<file path="src/rtl/cia_pkg.sv">
// cia_pkg: shared types, codes and constants for the checked integer ALU.
// No dependencies; used by every module under rtl.
package cia_pkg;

    localparam int DATA_WIDTH_DEF = 32;
    localparam int OP_WIDTH       = 3;
    localparam int STATUS_WIDTH   = 2;
    localparam int QUEUE_DEPTH    = 4;

    localparam logic [OP_WIDTH-1:0] OP_ADD = 3'd0;
    localparam logic [OP_WIDTH-1:0] OP_SUB = 3'd1;
    localparam logic [OP_WIDTH-1:0] OP_MUL = 3'd2;
    localparam logic [OP_WIDTH-1:0] OP_DIV = 3'd3;
    localparam logic [OP_WIDTH-1:0] OP_REM = 3'd4;

    localparam logic [STATUS_WIDTH-1:0] ST_OK   = 2'd0;
    localparam logic [STATUS_WIDTH-1:0] ST_OVF  = 2'd1;
    localparam logic [STATUS_WIDTH-1:0] ST_DIVZ = 2'd2;
    localparam logic [STATUS_WIDTH-1:0] ST_INV  = 2'd3;

    // class of work handed from front to back
    typedef enum logic [2:0] {
        CL_ADD,
        CL_SUB,
        CL_MUL,
        CL_DIV,
        CL_REM,
        CL_FIXED
    } cls_t;

endpackage

</file>
<file path="src/rtl/cia_front.sv">
// cia_front: accepts items, decodes the opcode and spots zero divisors and
// invalid codes. Depends on cia_pkg.
module cia_front #(
    parameter int DATA_WIDTH = cia_pkg::DATA_WIDTH_DEF
) (
    input  logic                                  clk,
    input  logic                                  rst_n,
    input  logic                                  in_valid,
    output logic                                  in_ready,
    input  logic [cia_pkg::OP_WIDTH-1:0]          op,
    input  logic signed [DATA_WIDTH-1:0]          operand_a,
    input  logic signed [DATA_WIDTH-1:0]          operand_b,
    output logic                                  out_valid,
    input  logic                                  out_ready,
    output cia_pkg::cls_t                         out_cls,
    output logic [cia_pkg::STATUS_WIDTH-1:0]      out_status,
    output logic [DATA_WIDTH-1:0]                 out_a,
    output logic [DATA_WIDTH-1:0]                 out_b
);

    logic                                 valid_reg;
    cia_pkg::cls_t                        cls_reg, cls_next;
    logic [cia_pkg::STATUS_WIDTH-1:0]     st_reg, st_next;
    logic [DATA_WIDTH-1:0]                a_reg, b_reg;

    assign in_ready = !valid_reg || out_ready;

    // opcode decode and early status
    always_comb
    begin
        cls_next = cia_pkg::CL_FIXED;
        st_next  = cia_pkg::ST_OK;
        unique case (op)
            cia_pkg::OP_ADD: cls_next = cia_pkg::CL_ADD;
            cia_pkg::OP_SUB: cls_next = cia_pkg::CL_SUB;
            cia_pkg::OP_MUL: cls_next = cia_pkg::CL_MUL;
            cia_pkg::OP_DIV, cia_pkg::OP_REM:
            begin
                if (operand_b == '0)
                    st_next = cia_pkg::ST_DIVZ;
                else
                    cls_next = (op == cia_pkg::OP_DIV) ? cia_pkg::CL_DIV : cia_pkg::CL_REM;
            end
            default: st_next = cia_pkg::ST_INV;
        endcase
    end

    always_ff @(posedge clk or negedge rst_n)
    begin
        if (!rst_n)
            valid_reg <= 1'b0;
        else if (in_ready)
            valid_reg <= in_valid;
    end

    always_ff @(posedge clk)
    begin
        if (in_ready && in_valid)
        begin
            cls_reg <= cls_next;
            st_reg  <= st_next;
            a_reg   <= operand_a;
            b_reg   <= operand_b;
        end
    end

    assign out_valid  = valid_reg;
    assign out_cls    = cls_reg;
    assign out_status = st_reg;
    assign out_a      = a_reg;
    assign out_b      = b_reg;

endmodule

</file>
<file path="config.mk">
export PLATFORM = sky130hd
export DESIGN_NAME = cia_front
export DESIGN_NICKNAME = d
export VERILOG_FILES = /design/src/rtl/cia_pkg.sv /design/src/rtl/cia_front.sv
export SDC_FILE = /design/constraint.sdc
export NUM_CORES = 1
export LEC_CHECK = 0
export ABC_AREA = 1
export BUFFER_PORTS_ARGS = -buffer_cell sky130_fd_sc_hd__buf_2
export CAP_MARGIN = 20
export CORE_ASPECT_RATIO = 1.25
export CORE_MARGIN = 2
export CORE_UTILIZATION = 31
export CTS_CLUSTER_SIZE = 28
export DETAILED_ROUTE_END_ITERATION = 8
export SETUP_SLACK_MARGIN = 0.5
export SLEW_MARGIN = 10
export SYNTH_ARGS = -nofsm -noshare
export SYNTH_HDL_FRONTEND = slang
export SYNTH_SLANG_ARGS = --single-unit
</file>
<file path="constraint.sdc">
create_clock -name clk -period 5.1 [get_ports clk]
set_clock_uncertainty 0.15 [all_clocks]
set_input_delay 0 -clock clk [delete_from_list [all_inputs] [get_ports clk]]
set_output_delay 0 -clock clk [all_outputs]
set_load 0.02 [all_outputs]
</file>
==> metrics.yaml <==
place:
  gp_congestion: 0.702
  dp_slack_ns: 3.01
  dp_hpwl_um: 4020
  placed_cells: 356
  place_area_um2: 3140
  port_buffers: 141
sta:
  min_period_ns: 2.08
  relSlewSlack: 0.580
  hold_viol_final: 0
  rsz0062_at_grt: "no"
  fmax_mhz: 480
  setup_viol: 0
  post-route-period-util: 0.409
  tns_ns: 0
  setup_ws_ns: 3.02
  hold_ws_ns: 0.0664
  slew_violations: 0
  max_slew.worst_pin.slew_ns: 0.629
critical_path:
  critical_path_class: "reg2reg"
  crit_path_cell_trace: "a21oi_4 > buf_4"
  critical-path-slowest-cell: "buf_4"
  crit_fanout: 53
  r2r_start: "out_valid$_DFFE_PN0N_"
  crit_path_max_incr_delay_ns: 0.62
  cp_data_required_time_ns: 4.91
  start_kind: "flip-flop"
  reg2reg_depth: 2
  r2r_slack_ns: 3.02
  cp-end-kind: "flip-flop"
  worstReg2RegEnd: "out_a[9]$_DFFE_PP_"
  arrival_ns: 1.90
drt:
  vias_per_cell: 4.10
  dr.pass1.iters: 3
  wl_um: 6120
  wire_per_inst_um: 13.7
  via_count: 1830
  ant_nets: 0
  first_iter_violations: 72
  drc: 0
synth:
  yosysTopAreaCell: "edfxtp_1"
  avgSynthCellArea_um2: 18.8
  ys_ff_latch: 70
  synth_cell_type_count: 7
  yosysSeqAreaShare: 0.913
  synth_top_area_share: 0.902
  yosysWarnings: 0
  synth_area_leaders: "edfxtp_1 90%, nor2_1 4.6%, nand2_1 2.6%"
  syn_inst: 122
  synth_area_um2: 2300
  synth_fp_nets: 193
finish:
  nets: 420
  area_growth_pct: 78.1
  layout.cells.non_filler: 446
  n_antenna_cell: 0
  final_util: 0.563
  layout.cell_area.non_filler_um2: 4090
  layout-drive-gt1-share: 0.449
min_path:
  whs_path_depth: 3
  min_path_type: "in2reg"
  hold_end: "out_status[0]$_DFFE_PP_"
  hp-start: "out_ready"
cts:
  cts-htree-levels: 3
  ctsResizeCount: 0
  cts_buffer_depth: 2
  cts_tree: "built"
  numCtsBuffers: 9
  cts_setup_buffers: 0
  clk_pin_slew_ns: 0.08
  cts.sinks: 70
  insertion_delay_ns: 0.32
  cts_root_buffer: "clkbuf_8"
floorplanning:
  rows: 35
  num_io_pins: 142
  die_w_um: 81.0
  dieArea_um2: 8120
  initial_core_util: 0.316
  core_area_um2: 7270
  die_y_um: 100
power:
  p_total_mw: 1.32
  p_leak_nw: 1.74
  peakVddDrop_uv: 162
  powerDensity_nw_per_um2: 323
global_routing:
  grt_max_degree: 54
  grt_usage: 0.152
  antenna_found_initial: 0
  grt_pass1_vias: 1888
  grt_pass1_wl_um: 8910
  grt.overflow.total: 0
run_status:
  status: "finished clean"
run:
  drv_cap: 0
[cells in the mapped netlist]
cell,number
dfrtp_1,1
edfxtp_1,69
nand2_1,16
inv_1,5
nor2_1,28
nor2_2,1
a21oi_1,2
[cell usage in the layout, fill, tap and decap left out]
cell / Yosys / layout
nand2_1: 16 / 16
nor2_1: 28 / 28
clkbuf_8: 0 / 9
a21oi_1: 2 / 1
clkinv_4: 0 / 1
inv_1: 5 / 5
buf_2: 0 / 141
clkinv_2: 0 / 2
buf_4: 0 / 1
edfxtp_1: 69 / 69
dlygate4sd3_1: 0 / 74
bufinv_16: 0 / 2
clkbuf_1: 0 / 1
dfrtp_1: 1 / 1
nor2_2: 1 / 1
a21oi_4: 0 / 1
clkinvlp_4: 0 / 1
[per-layer routing]
metal,vias up,track usage,part of all wire
met5,-,0,0
met2,88,0.266,0.53
li1,891,-,-
met3,4,0.0414,0.079
met4,0,0.0834,0.011
met1,847,0.164,0.38
[area by class of cell]
type | count | area [um2]
clock inverters | 6 | 86.3
multi-input cells | 47 | 193
flip-flops and latches | 70 | 2100
repair buffers | 216 | 1450
clock buffers | 10 | 128
fillers | 615 | 3180
inverters | 5 | 18.8
well taps | 92 | 115
[sequential cells by signal (all words and copies together) (netlist names)]
signal / flops
out_a: 32
out_b: 32
out_cls: 3
out_status: 2
out_valid: 1
[cells by family (layout without fill, tap and decap cells)]
| logic type | Yosys count | after routing | share of synthesized area |
|---|---|---|---|
| compound gates | 2 | 2 | 0.00436 |
| buf+inv | 5 | 237 | 0.00817 |
| flops | 70 | 70 | 0.913 |
| simple gates | 45 | 45 | 0.0746 |
[critical path, delay by kind of cell (launching register included)]
family | cells | cell delay (ns)
AO/OA/AOI/OAI | 1 | 0.49
buffers and inverters | 1 | 0.62
flip-flops | 1 | 0.43
[power by group]
part	total (mW)	switching, mW	internal [mW]
Sequential	0.678	0.00787	0.670
Clock	0.473	0.198	0.275
Combinational	0.171	0.0908	0.0806
[timing repair]
item / CTS / global route
hold buffers: 74 / 0
endpoints found under the hold margin: 81 / 0
setup endpoints to repair: 0 / 0
[worst max-delay path by stage]
| stage | start | to | slack (ns) | depth (start not counted) |
|---|---|---|---|---|
| after detailed placement | out_valid$_DFFE_PN0N_ | out_a[15]$_DFFE_PP_ | 3.01 | 2 |
| final | out_valid$_DFFE_PN0N_ | out_a[9]$_DFFE_PP_ | 3.02 | 2 |
| after global routing | out_valid$_DFFE_PN0N_ | out_a[23]$_DFFE_PP_ | 2.91 | 2 |
| after global placement | out_valid$_DFFE_PN0N_ | out_a[30]$_DFFE_PP_ | 3.04 | 2 |
| after CTS | out_valid$_DFFE_PN0N_ | out_a[27]$_DFFE_PP_ | 3.00 | 2 |
| after floorplan | out_valid$_DFFE_PN0N_ | out_a[0]$_DFFE_PP_ | 0.57 | 1 |
No activity file was read; power rests on OpenSTA's default activity.
