File: src/rtl/cia_pkg.sv
// cia_pkg: shared types, codes and constants for the checked integer ALU.
// No dependencies; used by every module under rtl.
package cia_pkg;

    localparam int DATA_WIDTH_DEF = 32;
    localparam int OP_WIDTH       = 3;
    localparam int STATUS_WIDTH   = 2;
    localparam int QUEUE_DEPTH    = 4;

    localparam logic [OP_WIDTH-1:0] OP_ADD = 3'd0;
    localparam logic [OP_WIDTH-1:0] OP_SUB = 3'd1;
    localparam logic [OP_WIDTH-1:0] OP_MUL = 3'd2;
    localparam logic [OP_WIDTH-1:0] OP_DIV = 3'd3;
    localparam logic [OP_WIDTH-1:0] OP_REM = 3'd4;

    localparam logic [STATUS_WIDTH-1:0] ST_OK   = 2'd0;
    localparam logic [STATUS_WIDTH-1:0] ST_OVF  = 2'd1;
    localparam logic [STATUS_WIDTH-1:0] ST_DIVZ = 2'd2;
    localparam logic [STATUS_WIDTH-1:0] ST_INV  = 2'd3;

    // class of work handed from front to back
    typedef enum logic [2:0] {
        CL_ADD,
        CL_SUB,
        CL_MUL,
        CL_DIV,
        CL_REM,
        CL_FIXED
    } cls_t;

endpackage

File: src/rtl/cia_outq.sv
// cia_outq: result skid register that parts back end from the receiver.
// Depends on cia_pkg.
module cia_outq #(
    parameter int DATA_WIDTH = cia_pkg::DATA_WIDTH_DEF
) (
    input  logic                                  clk,
    input  logic                                  rst_n,
    input  logic                                  in_valid,
    output logic                                  in_ready,
    input  logic [DATA_WIDTH-1:0]                 in_value,
    input  logic [cia_pkg::STATUS_WIDTH-1:0]      in_status,
    output logic                                  empty,
    input  logic                                  pop,
    output logic [DATA_WIDTH-1:0]                 value,
    output logic [cia_pkg::STATUS_WIDTH-1:0]      status
);

    logic                             full_reg, skid_reg;
    logic [DATA_WIDTH-1:0]            val_reg, sval_reg;
    logic [cia_pkg::STATUS_WIDTH-1:0] st_reg, sst_reg;
    logic                             take, give;

    assign in_ready = !skid_reg;
    assign take     = in_valid && !skid_reg;
    assign give     = full_reg && pop;

    // main register plus one skid entry
    always_ff @(posedge clk or negedge rst_n)
    begin
        if (!rst_n)
        begin
            full_reg <= 1'b0;
            skid_reg <= 1'b0;
        end
        else
        begin
            if (give)
                full_reg <= skid_reg || take;
            else if (take)
                full_reg <= 1'b1;
            if (give)
                skid_reg <= 1'b0;
            else if (take && full_reg)
                skid_reg <= 1'b1;
        end
    end

    always_ff @(posedge clk)
    begin
        if (give && skid_reg)
        begin
            val_reg <= sval_reg;
            st_reg  <= sst_reg;
        end
        else if (take && (give || !full_reg))
        begin
            val_reg <= in_value;
            st_reg  <= in_status;
        end
        if (take && full_reg && !give)
        begin
            sval_reg <= in_value;
            sst_reg  <= in_status;
        end
    end

    assign empty  = !full_reg;
    assign value  = val_reg;
    assign status = st_reg;

endmodule

File: config.mk
export PLATFORM = sky130hd
export DESIGN_NAME = cia_outq
export DESIGN_NICKNAME = d
export VERILOG_FILES = /design/src/rtl/cia_pkg.sv /design/src/rtl/cia_outq.sv
export SDC_FILE = /design/constraint.sdc
export NUM_CORES = 1
export LEC_CHECK = 0
export BUFFER_PORTS_ARGS = -buffer_cell sky130_fd_sc_hd__buf_2
export CAP_MARGIN = 5
export CORE_MARGIN = 2
export CORE_UTILIZATION = 38
export CTS_BUF_LIST = sky130_fd_sc_hd__clkbuf_8
export DETAILED_ROUTE_END_ITERATION = 8
export PLACE_DENSITY = 0.64
export SYNTH_ARGS = -nofsm -noshare
export SYNTH_HDL_FRONTEND = slang
export SYNTH_SLANG_ARGS = --single-unit
File: constraint.sdc
create_clock -name clk -period 5.7 [get_ports clk]
set_input_delay 0.285 -clock clk [delete_from_list [all_inputs] [get_ports clk]]
set_output_delay 0.285 -clock clk [all_outputs]
set_load 0.1 [all_outputs]
==> impl_metrics.py, run 1 <==
metrics = {
    "global_routing": {
        "grt_use_met1": 0.153,
        "overflow": 0,
        "grt_pass1_vias": 1342,
        "grt_busiest_layer": "met2",
        "grt_use_met3": 0.0396,
        "grt_pass1_wl_microns": 6710,
        "antenna_found_initial": 0,
        "grt_max_degree": 35,
        "grt_usage": 0.121,
        "use_met2": 0.179,
    },
    "floorplanning": {
        "rows": 30,
        "core_sq_um": 6830,
        "initial_core_util": 0.394,
        "die_area_sq_um": 7770,
        "die_h_microns": 88.2,
        "io-pin-count": 74,
        "die_w_microns": 88.2,
    },
    "synth": {
        "synthFlopType": "edfxtp_1",
        "syn_nets": 156,
        "post-synth-top-count-cell": "edfxtp_1",
        "netlist_area_sq_um": 2690,
        "synth_top_area_cell": "edfxtp_1",
        "syn_inst": 118,
        "async_flop_share": 0.0286,
        "ys_seq_area_frac": 0.777,
        "synth-seq-cells": 70,
        "syn_area_per_cell_sq_um": 22.8,
        "ys_top_cells_by_count": "edfxtp_1, mux2_4, mux2_2, buf_6",
        "yosysWarnings": 0,
        "synth_top_area_frac": 0.758,
        "netlist_top_cells_area": "edfxtp_1, mux2_4, dfrtp_1",
        "synth.distinct_cells": 14,
        "synth_edf_count": 68,
    },
    "timing": {
        "finalSetupTns_ps": 0,
        "fin_skew_ps": 5.71,
        "slew_viol_final": 0,
        "min_period_over_period": 0.337,
        "worst_pin_slew_ps": 1060,
        "hold_ws_ps": 135,
        "hold_viol": 0,
        "fin_ws_ps": 3780,
        "finalSetupViolations": 0,
        "fmax_ghz": 0.520,
        "timing.slew.headroom": 0.289,
        "grt_setup_unrepaired": "false",
        "fin_crit_ps": 1920,
    },
    "layout": {
        "fin_util": 0.490,
        "layout-drive-gt1-share": 0.604,
        "num_antenna_cells": 0,
        "area_growth_pct": 24.4,
        "nets": 240,
    },
    "route": {
        "dr.pass1.iters": 4,
        "dr_total_vias": 1323,
        "drc": 0,
        "wire_per_inst_microns": 14.6,
        "vias_per_cell": 4.37,
        "drt-initial-drc-count": 53,
        "ant_nets": 0,
        "wl_microns": 4420,
    },
    "clocking": {
        "cts_buffer_depth": 2,
        "cts_tree": "yes",
        "cts-root-buf": "clkbuf_8",
        "cts_buffers": 9,
        "clk_transition_reported_paths_ps": 70,
        "h-tree-depth": 3,
        "post_cts_buffers": 0,
        "clk_latency_ps": 340,
        "cts_sinks": 70,
    },
    "critical_path": {
        "endpoint_kind": "flop",
        "cp.arrival_ps": 1880,
        "crit_family": "compound AO/OA/AOI/OAI gates",
        "max_stage_delay_ps": 820,
        "crit_path_start_kind": "flop",
        "crit_path_cell_trace": "nand2b_1, a2bb2oi_4",
        "slowest_stage": "a2bb2oi_4",
        "path_buf_inv": 0,
        "critPathKind": "reg -> reg",
        "worstPathRequired_ps": 5660,
        "cp_max_fo": 34,
    },
    "run_status": {
        "run_status": "completed",
    },
    "worst_hold_path": {
        "hold_class": "in -> reg",
    },
    "placed_design": {
        "place_hpwl_microns": 2950,
        "place.gp.congestion": 0.688,
        "dp_slack_ps": 3740,
        "numPortBuffers": 73,
    },
    "run": {
        "maxCapViolCount": 0,
    },
}
[placed cells by master, fill, tap and decap left out, types with 2 or more instances in the layout]
| cell type | n |
|---|---|
| buf_2 | 73 |
| edfxtp_1 | 68 |
| mux2_4 | 30 |
| clkbuf_8 | 9 |
| inv_1 | 4 |
| mux2_2 | 4 |
| clkinv_2 | 3 |
| a21oi_1 | 2 |
| dfrtp_1 | 2 |
| buf_4 | 2 |
[final cells by class]
class	count	area (sq um)
clock inverter	7	33.8
tap	96	120
fill	596	3480
inverter	2	7.51
clock buffer	9	124
multi-input combinational	43	582
sequential	70	2090
timing repair buffer	76	390
[final timing paths]
path | from | to | slack (ps) | cells after the start
worst max-delay path | skid_reg | value[7] | 3780 | 2
worst min-delay path | in_value[24] | sval_reg[24] | 130 | 1
worst max register to register | skid_reg | value[7] | 3780 | 2
worst min register to register | sval_reg[29] | value[29] | 550 | 1
max in group asynchronous | rst_n | skid_reg | 5360 | 2
min in group asynchronous | rst_n | full_reg | 250 | 2
[repair_timing]
| action | in CTS | in global routing |
|---|---|---|
| endpoints found under the setup margin | 0 | 0 |
| hold buffers | 1 | 0 |
| gates resized for setup | 0 | 0 |
| hold endpoints to repair | 2 | 0 |
[metrics by stage]
stage	cell area (sq um)	cells
final	3350	303
after global routing	3350	303
after CTS	3350	303
after detailed placement	3180	286
after global placement	3180	286
after floorplan	2690	118
[logic make-up (layout without fill, tap and decap cells)]
| logic type | after synthesis | in the layout | synth area share |
|---|---|---|---|
| and+or+nand+nor | 5 | 5 | 0.0149 |
| DFF | 70 | 70 | 0.777 |
| AOI/OAI and AO/OA | 4 | 4 | 0.00883 |
| muxes | 34 | 34 | 0.184 |
| buffers and inverters | 5 | 94 | 0.0153 |
[layer usage]
metal	wire, microns	share of wire
met5	0	0
met4	118	0.027
met3	252	0.057
met2	2000	0.45
met1	2050	0.46
Power of run 1 is left out: the tool's default activity adds up to more than one toggle a clock period on the data nets, which glitch-free logic cannot reach.
==> inputs of run 2 (changes only) <==
==> constraint.sdc (replaced) <==
create_clock -name clk -period 1.9 [get_ports clk]
set_input_delay 0.095 -clock clk [delete_from_list [all_inputs] [get_ports clk]]
set_output_delay 0.095 -clock clk [all_outputs]
set_load 0.1 [all_outputs]
==> run 2 against run 1 <==
Hold slack worse by 73 ps; register-to-register slack got worse by 3400 ps; global-route usage grew 1.3 points; count of clock-buffer cells in the layout unchanged; die area stayed put; final area grew 12%; first-iteration DRC count up 49%; clock skew increased by 3.1 ps; utilization up 6.0 points; sequential cell count unchanged; wire length grew 12%; critical path depth unchanged; critical path type is now reg -> out; critical endpoint is now empty; highest routed layer unchanged.
==> impl_metrics.py, run 2 (same netlist as run 1, synthesis figures left out) <==
metrics = {
    "run": {
        "maxCapViolCount": 0,
    },
    "timing": {
        "hold_viol": 0,
        "fin_crit_ps": 1560,
        "slew_viol_final": 0,
        "grt_setup_unrepaired": "false",
        "worst_pin_slew_ps": 496,
        "fmax_ghz": 0.641,
        "finalSetupViolations": 0,
        "min_period_over_period": 0.821,
        "timing.slew.headroom": 0.671,
        "fin_skew_ps": 8.82,
    },
    "clocking": {
        "cts_sinks": 70,
        "clk_latency_ps": 340,
        "cts_buffer_depth": 2,
        "h-tree-depth": 3,
        "cts_tree": "yes",
        "cts_buffers": 9,
        "cts-root-buf": "clkbuf_8",
        "clk_transition_reported_paths_ps": 60,
        "post_cts_resized": 0,
    },
    "global_routing": {
        "grt_max_degree": 35,
        "grt_pass1_vias": 1426,
        "antenna_found_initial": 0,
        "grt_usage": 0.134,
        "grt_pass1_wl_microns": 7220,
        "overflow": 0,
    },
    "placed_design": {
        "place_hpwl_microns": 3020,
        "place.gp.congestion": 0.682,
        "place_area_sq_um": 3250,
        "numPortBuffers": 73,
    },
    "layout": {
        "area_growth_pct": 39.5,
        "seqCellArea_sq_um": 2090,
        "num_antenna_cells": 0,
        "nFillCells": 572,
        "final_cell_mix": "buf_2, edfxtp_1, dlygate4sd3_1",
        "finalInstanceArea_sq_um": 3760,
        "layout-drive-gt1-share": 0.525,
        "multiInputGateArea_sq_um": 588,
        "nets": 276,
        "final_common_cell": "buf_2",
    },
    "floorplanning": {
        "die_h_microns": 88.2,
        "core_sq_um": 6830,
        "die_w_microns": 88.2,
        "die_area_sq_um": 7770,
        "initial_core_util": 0.394,
        "rows": 30,
        "io-pin-count": 74,
    },
    "critical_path": {
        "cp.arrival_ps": 1470,
        "r2r_end": "value[1]",
        "cp_max_fo": 5,
        "slowest_stage": "buf_2",
        "crit_path_cell_trace": "inv_1, buf_2",
        "endpoint_kind": "primary output",
        "max_stage_delay_ps": 470,
        "crit_path_start_kind": "flop",
        "reg2reg_depth": 3,
        "worstPathRequired_ps": 1800,
        "critPathKind": "reg -> out",
        "reg2reg_from": "skid_reg",
        "r2r_slack_ps": 380,
    },
    "worst_hold_path": {
        "hold_class": "in -> async",
    },
    "route": {
        "vias_per_cell": 4.30,
        "ant_nets": 0,
        "dr.pass1.iters": 4,
        "wire_per_inst_microns": 14.6,
        "drc": 0,
        "dr_total_vias": 1452,
        "drt-initial-drc-count": 79,
        "wl_microns": 4950,
    },
    "run_status": {
        "run_status": "completed",
    },
}
-- run 2: cell count changes in the layout (fill, tap and decap cells not counted) --
cell           change
nor3_4             +1
clkinv_1           +1
dlygate4sd3_1     +34
inv_1              -2
buf_4              -2
nor3_2             -1
buf_12             +4
-- run 2: metal layers --
metal,vias up,track usage,part of all wire
li1,705,-,-
met3,13,0.0320,0.046
met1,685,0.159,0.42
met2,49,0.208,0.50
met5,-,0,0
met4,0,0.103,0.034
-- run 2: critical path: cells and delay by family (launching register included) --
kind	cells	cell delay [ps]
buffers and inverters	2	680
DFF	1	440
-- run 2: area by class of cell --
| class | instances | share of cell area |
|---|---|---|
| clock inverter | 6 | 0.00799 |
| clock buffer | 9 | 0.0330 |
| tap | 96 | 0.0320 |
| inverter | 2 | 0.00200 |
| multi-input combinational | 43 | 0.157 |
| timing repair buffer | 112 | 0.212 |
| sequential | 70 | 0.557 |
-- run 2: worst max path at each step --
stage / startpoint / endpoint
global placement: skid_reg / value[5]
global route: full_reg / empty
finish: full_reg / empty
detailed placement: skid_reg / value[2]
CTS: full_reg / empty
floorplan: full_reg / sst_reg[0]
-- run 2: repair_timing --
action | in CTS | in global routing
hold buffers | 35 | 0
buffers inserted | 0 | 0
endpoints found under the hold margin | 36 | 0
-- run 2: metrics by stage --
step / setup slack [ps] / utilization / hold WS [ps] / TNS, ps / std cells
3_3_place_gp: 418 / 0.476 / -120 / 0 / 288
5_1_grt: 277 / 0.550 / 59.8 / 0 / 338
2_1_floorplan: -434 / - / -201 / -23810 / 118
4_1_cts: 319 / 0.550 / 42.8 / 0 / 338
3_5_place_dp: 369 / 0.476 / -115 / 0 / 288
6_report: 339 / 0.550 / 61.7 / 0 / 338
Power of run 2 is left out for the same reason.
==> inputs of run 3 (changes only) <==
==> constraint.sdc (replaced) <==
create_clock -name clk -period 1.6 [get_ports clk]
set_input_delay 0.08 -clock clk [delete_from_list [all_inputs] [get_ports clk]]
set_output_delay 0.08 -clock clk [all_outputs]
set_load 0.1 [all_outputs]
==> run 3 against run 2 <==
Count of clock-buffer cells in the layout stayed put; sequential cell count stayed put; first-iteration DRC count is 14% higher; clock skew is 1.1 ps lower; via count is 0.28% higher; sequential share of layout area is 0.77 points lower; worst setup slack worse by 230 ps; die area stayed put; wire length is 6.6% lower; register-to-register slack worse by 270 ps; highest routed layer unchanged.
==> impl_metrics.py, run 3 (same netlist as run 1, synthesis figures left out) <==
metrics = {
    "critical_path": {
        "r2r_slack_ps": 110,
        "r2r_end": "value[29]",
        "cp.arrival_ps": 1570,
        "crit_path_start_kind": "flop",
        "critPathLaunch": "skid_reg",
        "max_stage_delay_ps": 460,
        "reg2reg_from": "skid_reg",
        "critPathKind": "reg -> reg",
        "reg2reg_depth": 3,
        "slowest_stage": "dfrtp_1",
        "cp_max_fo": 11,
        "crit_path_cell_trace": "nand3_4, buf_4, mux2_4",
        "worstPathRequired_ps": 1670,
        "cp-endpoint": "value[29]",
        "endpoint_kind": "flop",
    },
    "layout": {
        "final_cell_mix": "buf_2, edfxtp_1, dlygate4sd3_1",
        "nets": 278,
        "layout-drive-gt1-share": 0.535,
        "final_common_cell": "buf_2",
        "area_growth_pct": 41.5,
        "seqCellArea_sq_um": 2090,
        "num_antenna_cells": 0,
        "multiInputGateArea_sq_um": 588,
        "stdcell_count": 341,
        "nFillCells": 560,
        "fin_util": 0.558,
    },
    "floorplanning": {
        "die_h_microns": 88.2,
        "core_sq_um": 6830,
        "die_w_microns": 88.2,
        "initial_core_util": 0.394,
        "io-pin-count": 74,
        "rows": 30,
        "die_area_sq_um": 7770,
    },
    "global_routing": {
        "grt_usage": 0.124,
        "grt_use_met1": 0.143,
        "antenna_found_initial": 0,
        "grt_busiest_layer": "met2",
        "grt_max_degree": 35,
        "overflow": 0,
        "use_met2": 0.206,
        "grt_pass1_wl_microns": 6940,
        "grt_use_met3": 0.0320,
        "grt_pass1_vias": 1447,
    },
    "timing": {
        "grt_setup_unrepaired": "false",
        "finalSetupViolations": 0,
        "fin_skew_ps": 7.72,
        "timing.slew.headroom": 0.674,
        "min_period_over_period": 0.933,
        "hold_viol": 0,
        "fin_crit_ps": 1490,
        "worst_pin_slew_ps": 493,
        "fmax_ghz": 0.670,
        "slew_viol_final": 0,
    },
    "clocking": {
        "h-tree-depth": 3,
        "cts-root-buf": "clkbuf_8",
        "cts_buffers": 9,
        "cts_buffer_depth": 2,
        "clk_transition_reported_paths_ps": 70,
        "cts_tree": "yes",
        "post_cts_buffers": 0,
        "clk_latency_ps": 330,
        "cts_sinks": 70,
    },
    "route": {
        "dr_total_vias": 1456,
        "ant_nets": 0,
        "vias_per_cell": 4.27,
        "drc": 0,
        "wl_microns": 4620,
        "dr.pass1.iters": 4,
        "wire_per_inst_microns": 13.5,
        "drt-initial-drc-count": 90,
    },
    "placed_design": {
        "dp.cells": 290,
        "place_hpwl_microns": 2970,
        "place.gp.congestion": 0.710,
        "numPortBuffers": 73,
    },
    "worst_hold_path": {
        "hold_class": "in -> async",
    },
    "run": {
        "maxCapViolCount": 0,
    },
    "run_status": {
        "run_status": "completed",
    },
}
## run 3: per-layer routing
| metal | part of all wire | vias up | wire, microns |
|---|---|---|---|
| met3 | 0.046 | 6 | 213 |
| met5 | 0 | - | 0 |
| li1 | - | 708 | - |
| met1 | 0.42 | 700 | 1930 |
| met2 | 0.52 | 42 | 2400 |
| met4 | 0.016 | 0 | 75 |
## run 3: metrics by stage
stage | setup WS (ps) | TNS (ps) | hold slack [ps] | area [sq um]
2_1_floorplan | -734 | -44210 | -216 | 2720
3_3_place_gp | 150 | 0 | -133 | 3270
3_5_place_dp | 87.6 | 0 | -132 | 3270
4_1_cts | 44.1 | 0 | 43.2 | 3810
5_1_grt | 39.3 | 0 | 42.4 | 3810
6_report | 108 | 0 | 65.4 | 3810
## run 3: worst max-delay path: cells and delay by family (launching register included)
kind / cells / cell delay [ps]
buf+inv: 1 / 250
flops: 1 / 460
mux: 1 / 300
simple gates: 1 / 240
## run 3: what timing repair did
| action | 4_1_cts | 5_1_grt |
|---|---|---|
| endpoints found under the setup margin | 0 | 1 |
| hold buffers | 35 | 0 |
| resized for setup | 0 | 1 |
| hold endpoints to repair | 36 | 0 |
## run 3: cell type report
type / instances / share of cell area
Sequential cell: 70 / 0.549
Timing Repair Buffer: 114 / 0.213
Multi-Input combinational cell: 43 / 0.154
Clock buffer: 9 / 0.0325
Tap cell: 96 / 0.0315
Clock inverter: 7 / 0.0171
Inverter: 2 / 0.00197
## run 3: how the worst min path moves through the flow
stage           from       end  depth (start not counted)
2_1_floorplan  rst_n  full_reg                          0
3_3_place_gp   rst_n  skid_reg                          1
3_5_place_dp   rst_n  skid_reg                          1
4_1_cts        rst_n  skid_reg                          2
5_1_grt        rst_n  skid_reg                          2
6_report       rst_n  skid_reg                          2
Power of run 3 is left out for the same reason.
