<file path="config.mk">
export PLATFORM = sky130hd
export DESIGN_NAME = cia_queue
export DESIGN_NICKNAME = d
export VERILOG_FILES = /design/src/rtl/cia_pkg.sv /design/src/rtl/cia_queue.sv
export SDC_FILE = /design/constraint.sdc
export NUM_CORES = 1
export LEC_CHECK = 0
export BUFFER_PORTS_ARGS = -buffer_cell sky130_fd_sc_hd__buf_2
export CORE_ASPECT_RATIO = 1.25
export CORE_MARGIN = 2
export CORE_UTILIZATION = 29
export CTS_CLUSTER_SIZE = 8
export DETAILED_ROUTE_END_ITERATION = 10
export HOLD_SLACK_MARGIN = 0.12
export SLEW_MARGIN = 5
export SYNTH_ARGS = -nofsm -noshare
export SYNTH_HDL_FRONTEND = slang
export SYNTH_SLANG_ARGS = --single-unit
export TNS_END_PERCENT = 20
</file>
<file path="constraint.sdc">
create_clock -name clk -period 2.2 [get_ports clk]
set_input_delay 0.11 -clock clk [delete_from_list [all_inputs] [get_ports clk]]
set_output_delay 0.11 -clock clk [all_outputs]
set_load 0.01 [all_outputs]
</file>
<file path="src/rtl/cia_pkg.sv">
// cia_pkg: shared types, codes and constants for the checked integer ALU.
// No dependencies; used by every module under rtl.
package cia_pkg;

    localparam int DATA_WIDTH_DEF = 32;
    localparam int OP_WIDTH       = 3;
    localparam int STATUS_WIDTH   = 2;
    localparam int QUEUE_DEPTH    = 4;

    localparam logic [OP_WIDTH-1:0] OP_ADD = 3'd0;
    localparam logic [OP_WIDTH-1:0] OP_SUB = 3'd1;
    localparam logic [OP_WIDTH-1:0] OP_MUL = 3'd2;
    localparam logic [OP_WIDTH-1:0] OP_DIV = 3'd3;
    localparam logic [OP_WIDTH-1:0] OP_REM = 3'd4;

    localparam logic [STATUS_WIDTH-1:0] ST_OK   = 2'd0;
    localparam logic [STATUS_WIDTH-1:0] ST_OVF  = 2'd1;
    localparam logic [STATUS_WIDTH-1:0] ST_DIVZ = 2'd2;
    localparam logic [STATUS_WIDTH-1:0] ST_INV  = 2'd3;

    // class of work handed from front to back
    typedef enum logic [2:0] {
        CL_ADD,
        CL_SUB,
        CL_MUL,
        CL_DIV,
        CL_REM,
        CL_FIXED
    } cls_t;

endpackage

</file>
<file path="src/rtl/cia_queue.sv">
// cia_queue: short FIFO between front and back parts.
// Depends on cia_pkg.
module cia_queue #(
    parameter int DATA_WIDTH = cia_pkg::DATA_WIDTH_DEF,
    parameter int DEPTH      = cia_pkg::QUEUE_DEPTH
) (
    input  logic                                  clk,
    input  logic                                  rst_n,
    input  logic                                  wr_valid,
    output logic                                  wr_ready,
    input  cia_pkg::cls_t                         wr_cls,
    input  logic [cia_pkg::STATUS_WIDTH-1:0]      wr_status,
    input  logic [DATA_WIDTH-1:0]                 wr_a,
    input  logic [DATA_WIDTH-1:0]                 wr_b,
    output logic                                  rd_valid,
    input  logic                                  rd_ready,
    output cia_pkg::cls_t                         rd_cls,
    output logic [cia_pkg::STATUS_WIDTH-1:0]      rd_status,
    output logic [DATA_WIDTH-1:0]                 rd_a,
    output logic [DATA_WIDTH-1:0]                 rd_b
);

    localparam int AW = (DEPTH > 1) ? $clog2(DEPTH) : 1;

    cia_pkg::cls_t                    cls_mem [DEPTH];
    logic [cia_pkg::STATUS_WIDTH-1:0] st_mem  [DEPTH];
    logic [DATA_WIDTH-1:0]            a_mem   [DEPTH];
    logic [DATA_WIDTH-1:0]            b_mem   [DEPTH];
    logic [AW-1:0]                    wp_reg, rp_reg;
    logic [AW:0]                      cnt_reg;
    logic                             wr_go, rd_go;

    assign wr_ready = cnt_reg != (AW+1)'(DEPTH);
    assign rd_valid = cnt_reg != '0;
    assign wr_go    = wr_valid && wr_ready;
    assign rd_go    = rd_valid && rd_ready;

    // pointers wrap at the depth
    always_ff @(posedge clk or negedge rst_n)
    begin
        if (!rst_n)
        begin
            wp_reg  <= '0;
            rp_reg  <= '0;
            cnt_reg <= '0;
        end
        else
        begin
            if (wr_go)
                wp_reg <= (wp_reg == AW'(DEPTH-1)) ? '0 : wp_reg + 1'b1;
            if (rd_go)
                rp_reg <= (rp_reg == AW'(DEPTH-1)) ? '0 : rp_reg + 1'b1;
            if (wr_go && !rd_go)
                cnt_reg <= cnt_reg + 1'b1;
            else if (rd_go && !wr_go)
                cnt_reg <= cnt_reg - 1'b1;
        end
    end

    always_ff @(posedge clk)
    begin
        if (wr_go)
        begin
            cls_mem[wp_reg] <= wr_cls;
            st_mem[wp_reg]  <= wr_status;
            a_mem[wp_reg]   <= wr_a;
            b_mem[wp_reg]   <= wr_b;
        end
    end

    assign rd_cls    = cls_mem[rp_reg];
    assign rd_status = st_mem[rp_reg];
    assign rd_a      = a_mem[rp_reg];
    assign rd_b      = b_mem[rp_reg];

`ifndef SYNTHESIS
    a_cnt_max: assert property (@(posedge clk) disable iff (!rst_n)
        cnt_reg <= (AW+1)'(DEPTH))
        else $error("queue count past depth");
    a_cnt_step: assert property (@(posedge clk) disable iff (!rst_n)
        (wr_go && !rd_go) |=> cnt_reg == $past(cnt_reg) + 1'b1)
        else $error("queue count missed a write");
    a_empty_ptr: assert property (@(posedge clk) disable iff (!rst_n)
        (cnt_reg == '0) |-> wp_reg == rp_reg)
        else $error("empty queue with pointers apart");
`endif

endmodule

</file>
==> impl_metrics.ini, run 1 <==
[outcome]
status = finished clean

[synthesis]
ys.flop_type = edfxtp_1
ys_ff_latch = 283
postSynthCellCount = 397
synth_xor_area_frac = 0.00253
synth.largest_area_cell = edfxtp_1
synth_nets = 477
synthAdderAreaFrac = 0.00917
synthArstFlopShare = 0.0247
synth_area_leaders = edfxtp_1 (80%), mux4_2 (15%), dfrtp_1 (1.7%)
synthMuxAreaShare = 0.156
synth.most_common_cell = edfxtp_1
synth.cell_area_sq_mm = 0.0104
yosysUniqueCellTypes = 19
synth_edf_count = 276
synth-simple-area-share = 0.00700
synth.avg_cell_area_sq_um = 26.1
synth_top_family_by_area = multiplexers
synth_common_cells = edfxtp_1 (276), mux4_2 (69), dfrtp_1 (7)
ys_seq_area_frac = 0.816
ys_warn_count = 0
netlist.area_leader.share = 0.799
synth_compound_area_frac = 0

[worst_hold_path]
min_from = wr_b[17]
whs_path_depth = 2
hold_path_class = in -> reg
hold_path_end = b_mem[1][17]

[floorplan]
start_util = 0.293
die_w_microns = 173
boundaryPins = 144
core_area_sq_mm = 0.0354
die_h_microns = 215
placementRows = 77
die_area_sq_mm = 0.0373

[final_layout]
top_regs = a_mem x128, b_mem x128, cls_mem x12
layout-drive-gt1-share = 0.436
final_nets = 738
n_fill_cell = 3184
syn2layout_area_growth_pct = 32.6

[detailed_routing]
dr.pass1.iters = 4
drc = 0
drt_wl_total_mm = 20.5
wl_per_cell_microns = 18.0
drt_iter0_markers = 223
ant_nets = 0
vias_per_cell = 4.39
vias = 5014

[setup_path]
worst_ep_required_time_ns = 2.09
r2r_setup_slack_ns = 0.06
reg2reg_to = cnt_reg[1]
cpPeakStageDelay_ns = 0.56
critPathCaptureType = output port
cpMaxStageDelayCell = mux4_2
reg2reg_depth = 6
worst-path-max-fanout = 29
arrival_ns = 2.05
reg2reg_from = cnt_reg[0]
crit_path_start_kind = flop
setup.worst_path.class = reg -> out
path_cells = buf_12, mux4_2, buf_2

[placement]
dp_hpwl_mm = 12.5
dpl_worst_slack_ns = -0.0113
portBuffers = 143
gp_congestion = 0.663

[clock_network]
cts_buffer_depth = 3
cts_buffers = 41
h-tree-depth = 2
clk_latency_ns = 0.51
clkTransAtPathRegs_ns = 0.05
cts.sinks = 283
cts_tree = yes
root_buffer = clkbuf_16

[timing]
post-route-period-util = 0.980
setup-violations-final = 0
fin_hold_ws_ns = 0.349
slew_headroom = 0.756
worst_pin_slew_ns = 0.364
grt_setup_unrepaired = true
setup_ws_ns = 0.0436
final_hold_viol_count = 0
clock_skew_ns = 0.0119
period_needed_ns = 2.16
drv_slew = 0
max_freq_ghz = 0.464

[global_routing]
grt_use_total = 0.112
grt-ovfl-total = 0
grt_pass1_wl_mm = 32.1
grt_pass1_vias = 5869
antenna_found_initial = 3
grt_start_max_net_pins = 41

[job]
cap_violations = 0

[pwr]
power_mw = 18.1
p_per_area_mw_per_mm2 = 1320
p_comb_frac = 0.286
power.leakage_nw = 4.72
netSwitchingFraction = 0.275
pwr-share-seq = 0.412
p_int_mw = 13.1
p_switching_mw = 4.99
power.clock.fraction = 0.302
vdd_ir_drop_max_mv = 0.609
## routing by layer
layer	global-route usage	wire length [microns]
met1	0.125	8080
met5	0	24
met4	0.0418	488
met3	0.0294	937
met2	0.203	11000
## worst max path at each step
stage                     from          to  slack (ns)  depth (start not counted)
CTS                  rp_reg[0]    rd_a[30]       -0.03                          3
detailed placement  cnt_reg[1]  cnt_reg[1]       -0.01                          6
global placement    cnt_reg[1]  cnt_reg[2]        0.10                          8
global route         rp_reg[0]    rd_a[30]       -0.07                          3
finish               rp_reg[0]    rd_a[30]        0.04                          3
floorplan           cnt_reg[1]  cnt_reg[2]        0.08                          8
## timing repair
item	in CTS	in global routing
buffers inserted	2	0
setup endpoints to repair	19	61
endpoints found under the hold margin	288	0
pin swaps	0	3
resized for setup	1	2
cloned	0	0
hold buffers	73	0
## worst max-delay path: cells and delay by family, from the launching register on
family / cells / cell delay, ns
mux: 1 / 0.56
flops: 1 / 0.51
buf+inv: 2 / 0.41
## placed cells by master, fill, tap and decap left out, drive strengths merged
| master | instances |
|---|---|
| and2 | 1 |
| and3 | 4 |
| buf | 161 |
| clkbuf | 51 |
| clkinv | 1 |
| dfrtp | 7 |
| diode | 1 |
| dlygate4sd3 | 73 |
| edfxtp | 276 |
| fa | 1 |
| ha | 6 |
| inv | 4 |
| mux2 | 5 |
| mux4 | 69 |
| nand2 | 1 |
| nor2 | 3 |
| or3 | 1 |
| or3b | 1 |
| xnor2 | 1 |
| xor2 | 2 |
## power by group through the flow
stage / clock network, mW / registers, mW / logic (mW)
after floorplan: 0 / 7.42 / 3.25
after CTS: 5.65 / 7.49 / 5.37
final: 5.48 / 7.47 / 5.20
after global routing: 5.86 / 7.56 / 5.63
after global placement: 0 / 7.50 / 5.12
after detailed placement: 0 / 7.59 / 5.22
## cell families after synthesis
| kind of cell | count (synthesis) |
|---|---|
| XOR/XNOR | 3 |
| buffers and inverters | 19 |
| flip-flops | 283 |
| multiplexers | 74 |
| AND/OR/NAND/NOR | 11 |
| adder cells (fa/ha/maj) | 7 |
## cell type report
type,instances,area [sq um],share of cell area
Multi-Input combinational cell,95,1840,0.133
Clock buffer,51,1110,0.0804
Clock inverter,2,13.8,0.00100
Tap cell,474,593,0.0431
Antenna cell,1,2.50,0.000182
Sequential cell,283,8470,0.616
Timing Repair Buffer,234,1720,0.125
Inverter,3,11.3,0.000819
## metrics by stage
stage	std cells	instance area, sq um	util	TNS (ns)
floorplan	397	10400	-	0
global placement	1014	11900	0.336	0
detailed placement	1014	11900	0.336	-0.0113
CTS	1142	13700	0.389	-0.178
global route	1142	13700	0.389	-2.20
finish	1143	13800	0.389	0
Power figures use the tool's default switching activity.
==> run 2: changes to the inputs <==
==> constraint.sdc (replaced) <==
create_clock -name clk -period 2.2 [get_ports clk]
set_input_delay 0.33 -clock clk [delete_from_list [all_inputs] [get_ports clk]]
set_output_delay 0.33 -clock clk [all_outputs]
set_load 0.01 [all_outputs]
==> run 2 against run 1 <==
Against the previous run: the run now ends with setup timing left; utilization increased by 0.97 points; combinational power is 23% higher; critical path depth is 1 higher; global-route usage barely moved; largest cell class unchanged; first-iteration DRC count grew 15%; die area did not move; design area is 2.5% higher; routed wire length is 5.4% higher; critical path type unchanged; flip-flop and latch count is the same.
==> impl_metrics.ini, run 2 (synthesis results as in run 1) <==
[placement]
portBuffers = 143
gp_congestion = 0.647
placed_cell_area_sq_mm = 0.0118
dp_hpwl_mm = 11.9

[timing]
worst_pin_slew_ns = 0.470
post-route-period-util = 1.04
slew_headroom = 0.687
final_hold_viol_count = 0
clock_skew_ns = 0.0119
fin_tns_setup_ns = -3.73
max_freq_ghz = 0.436
fin_hold_ws_ns = 0.189
setup-violations-final = 64
grt_setup_unrepaired = true
setup_ws_ns = -0.0925
period_needed_ns = 2.29
drv_slew = 0

[floorplan]
start_util = 0.293
die_area_sq_mm = 0.0373
placementRows = 77
boundaryPins = 144
die_h_microns = 215
die_w_microns = 173
core_area_sq_mm = 0.0354

[setup_path]
critPathCaptureType = output port
r2r_setup_slack_ns = 0.04
crit_path_start_kind = flop
worst_ep_required_time_ns = 1.87
setup.worst_path.class = reg -> out
worst-path-max-fanout = 8
arrival_ns = 1.96

[clock_network]
cts_tree = yes
root_buffer = clkbuf_16
clkTransAtPathRegs_ns = 0.05
cts_buffers = 41
h-tree-depth = 2
cts.sinks = 283
clk_latency_ns = 0.51
cts_buffer_depth = 3

[outcome]
status = finished, violations left
violations = setup timing

[detailed_routing]
ant_nets = 0
drt_iter0_markers = 256
drt_wl_total_mm = 21.6
wl_per_cell_microns = 18.9
vias_per_cell = 4.44
drc = 0
dr.pass1.iters = 4
vias = 5097

[pwr]
power_mw = 19.2
vdd_ir_drop_max_mv = 0.682
p_per_area_mw_per_mm2 = 1360
power.leakage_nw = 4.86

[global_routing]
antenna_found_initial = 3
grt_pass1_vias = 5693
grt_use_total = 0.112
grt-ovfl-total = 0
grt_pass1_wl_mm = 32.2
grt_start_max_net_pins = 70

[final_layout]
final_area_sq_mm = 0.0141
diodes = 0
syn2layout_area_growth_pct = 35.9
mostFrequentLayoutCell = edfxtp_1
layout-drive-gt1-share = 0.441
top_regs = a_mem x128, b_mem x128, cls_mem x12
final_cell_mix = edfxtp_1 (276), buf_2 (104), dlygate4sd3_1 (70), mux4_2 (69), clkbuf_16 (45)
final_nets = 743
fin_util = 0.399

[worst_hold_path]
hold_path_class = in -> async

[job]
cap_violations = 0
run 2: cell types whose count changed in the layout (fill, tap and decap cells not counted), sizes merged:
cell / before / now
buf: 161 / 165
inv: 4 / 5
diode: 1 / 0
clkbuf: 51 / 54
dlygate4sd3: 73 / 70
run 2: power breakdown:
group          switching [mW]  leakage [nW]  total, mW  internal (mW)
Clock                    2.03         0.527       5.35           3.32
Combinational            2.99          1.72       6.40           3.41
Sequential              0.250          2.61       7.40           7.15
run 2: per-layer routing:
layer  vias up  track usage  share of wire
met4         6       0.0429          0.025
met2       130        0.192           0.52
li1       2230            -              -
met1      2683        0.134           0.41
met5         -            0         0.0019
met3        48       0.0307          0.045
run 2: final timing paths:
path                                  from          to  cells past startpoint
worst min-delay path                 rst_n   wp_reg[0]                      2
worst min register to register  cnt_reg[2]  cnt_reg[2]                      1
worst max register to register  cnt_reg[1]  cnt_reg[2]                      8
worst max-delay path             rp_reg[0]    rd_a[21]                      4
max in group asynchronous            rst_n   rp_reg[0]                      2
min in group clk                  rd_ready   rp_reg[1]                      4
run 2: worst max-delay path: stages, from the launching register on:
cell and delay (ns):
dfrtp_4 0.43, buf_12 0.16, buf_16 0.16, mux4_2 0.54, buf_6 0.14
run 2: repair_timing:
action                     4_1_cts  5_1_grt
setup endpoints to repair       64       71
gates cloned                     0        6
resized for setup               20       33
hold endpoints to repair       283        0
buffers inserted                 1        5
pin swaps                        0        3
hold buffers                    70        0
run 2: cell type report:
cell class,instances,area (sq um)
flip-flops and latches,283,8470
clock inverters,3,21.3
fillers,3149,21300
inverters,3,11.3
clock buffers,50,1060
repair buffers,239,2110
multi-input cells,95,1830
well taps,474,593
run 2: stage by stage:
step | cells | setup slack [ns]
2_1_floorplan | 397 | 0.0765
3_3_place_gp | 1012 | 0.100
3_5_place_dp | 1012 | 0.00273
4_1_cts | 1136 | -0.202
5_1_grt | 1147 | -0.172
6_report | 1147 | -0.0925
==> run 3: changes to the inputs <==
--- a/config.mk
+++ b/config.mk
@@ -8,11 +8,12 @@
 export BUFFER_PORTS_ARGS = -buffer_cell sky130_fd_sc_hd__buf_2
 export CORE_ASPECT_RATIO = 1.25
 export CORE_MARGIN = 2
-export CORE_UTILIZATION = 29
+export CORE_UTILIZATION = 51
 export CTS_CLUSTER_SIZE = 8
 export DETAILED_ROUTE_END_ITERATION = 10
 export HOLD_SLACK_MARGIN = 0.12
-export SLEW_MARGIN = 5
+export PLACE_DENSITY = 0.75
+export SLEW_MARGIN = 25
 export SYNTH_ARGS = -nofsm -noshare
 export SYNTH_HDL_FRONTEND = slang
 export SYNTH_SLANG_ARGS = --single-unit
==> run 3 against run 2 <==
Against the previous run: the flow still finishes with violations (setup timing); maximum frequency up 0.67%; power rose by 0.16%; count of clock-buffer cells in the layout decreased by 1; first-iteration DRC count rose by 41%; critical path type unchanged; hold slack improved by 0.021 ns; sequential share of layout area is 0.98 points higher; design area is 1.6% lower; cell count fell by 18%; register-to-register slack better by 0.04 ns; critical path depth stayed put; setup slack better by 0.015 ns; clock skew about the same.
==> impl_metrics.ini, run 3 (synthesis results as in run 1) <==
[global_routing]
grt_pass1_wl_mm = 30.5
grt_start_max_net_pins = 44
antenna_found_initial = 0
grt-ovfl-total = 0
grt_pass1_vias = 5509
grt_use_total = 0.188

[placement]
placed_cell_area_sq_mm = 0.0116
portBuffers = 143
gp_congestion = 0.729
dp.cells = 814
dp_hpwl_mm = 11.1

[setup_path]
crit_path_start_kind = flop
cpPeakStageDelay_ns = 0.55
worst-path-max-fanout = 9
critPathCaptureType = output port
critical_path.top_delay_family = multiplexers
worst_ep_required_time_ns = 1.87
critPathMostFrequentCell = buf_12
path_cells = buf_12, buf_12, mux4_2, buf_6
arrival_ns = 1.95
cpMaxStageDelayCell = mux4_2
setup.worst_path.class = reg -> out
worst-path-buf-inv = 3

[timing]
post-route-period-util = 1.04
slew_headroom = 0.708
max_freq_ghz = 0.439
worst_pin_slew_ns = 0.439
drv_slew = 0
clock_skew_ns = 0.0120
grt_setup_unrepaired = true
fin_tns_setup_ns = -2.14
final_hold_viol_count = 0
setup-violations-final = 68
period_needed_ns = 2.28
setup_ws_ns = -0.0773

[pwr]
power_mw = 19.2
p_per_area_mw_per_mm2 = 1380
vdd_ir_drop_max_mv = 0.952
power.leakage_nw = 4.89

[detailed_routing]
drc = 0
drt_wl_total_mm = 20.1
ant_nets = 0
vias = 5085
dr.pass1.iters = 4
vias_per_cell = 5.38
routed-wl-met3_microns = 901
wl_per_cell_microns = 21.2
wl_met2_mm = 10.9
wl_met1_mm = 7.94
top_layer_used = met4
drt_iter0_markers = 362

[clock_network]
cts_buffer_depth = 3
h-tree-depth = 2
cts_buffers = 41
cts_tree = yes
clk_latency_ns = 0.50
clkTransAtPathRegs_ns = 0.05
root_buffer = clkbuf_16
cts.sinks = 283

[floorplan]
die_h_microns = 163
start_util = 0.518
placementRows = 58
die_w_microns = 132
die_area_sq_mm = 0.0215
boundaryPins = 144
core_area_sq_mm = 0.0200

[final_layout]
top_regs = a_mem x128, b_mem x128, cls_mem x12
diodes = 0
layout-drive-gt1-share = 0.450
final_cell_mix = edfxtp_1 (276), buf_2 (109), dlygate4sd3_1 (70), mux4_2 (69), clkbuf_16 (45)
final_cells = 946
mostFrequentLayoutCell = edfxtp_1
syn2layout_area_growth_pct = 33.7
final_nets = 748
final_area_sq_mm = 0.0139
fin_util = 0.693

[outcome]
status = finished, violations left
violations = setup timing

[worst_hold_path]
hold_path_class = in -> async

[job]
cap_violations = 0
## run 3: cell types whose count changed in the layout (fill, tap and decap cells not counted), moves of 3 or more
cell | before | now
clkbuf_1 | 9 | 6
buf_2 | 104 | 109
buf_4 | 7 | 13
buf_6 | 41 | 36
## run 3: through the flow
step	hold WS, ns	setup WS, ns
4_1_cts	0.186	-0.103
3_5_place_dp	0.172	-0.00930
2_1_floorplan	0.0344	0.0765
6_report	0.209	-0.0773
5_1_grt	0.220	-0.133
3_3_place_gp	0.175	0.133
## run 3: final cells by class
cell class | instances | area, sq um
sequential | 283 | 8470
fill | 1237 | 6160
timing repair buffer | 244 | 2100
multi-input combinational | 95 | 1830
clock buffer | 49 | 1100
tap | 270 | 338
clock inverter | 2 | 16.3
inverter | 3 | 11.3
## run 3: where the power goes
group / switching (mW) / leakage, nW / total, mW / internal, mW
clock network: 2.00 / 0.542 / 5.45 / 3.44
registers: 0.306 / 2.61 / 7.46 / 7.15
logic: 2.89 / 1.74 / 6.28 / 3.39
total: 5.20 / 4.89 / 19.2 / 14.0
## run 3: worst register-to-register path, cell delays in order, from the launching register on
cell	delay [ns]
dfrtp_2	0.43
or3b_4	0.42
and2_4	0.18
ha_1	0.21
inv_1	0.08
fa_1	0.41
mux2_2	0.27
## run 3: path summary, 6_finish.rpt
check,from,to,slack (ns),cells after the start
max in group asynchronous,rst_n,rp_reg[0],1.81,2
min reg2reg,cnt_reg[2],cnt_reg[2],0.51,1
min in group clk,rd_ready,rp_reg[0],0.29,4
min,rst_n,rp_reg[1],0.21,2
max,rp_reg[0],rd_a[31],-0.08,4
max reg2reg,cnt_reg[1],cnt_reg[1],0.08,6
## run 3: metal layers
metal  vias up  GRT usage
li1       2239          -
met1      2646      0.227
met2       174      0.338
met3        26     0.0397
met4         0     0.0642
met5         -          0
## run 3: what timing repair did
action,4_1_cts,5_1_grt
hold buffers,70,0
setup endpoints to repair,70,70
pin swaps,0,2
setup buffers,3,5
gates resized for setup,29,14
hold endpoints to repair,283,0
gates cloned,1,2
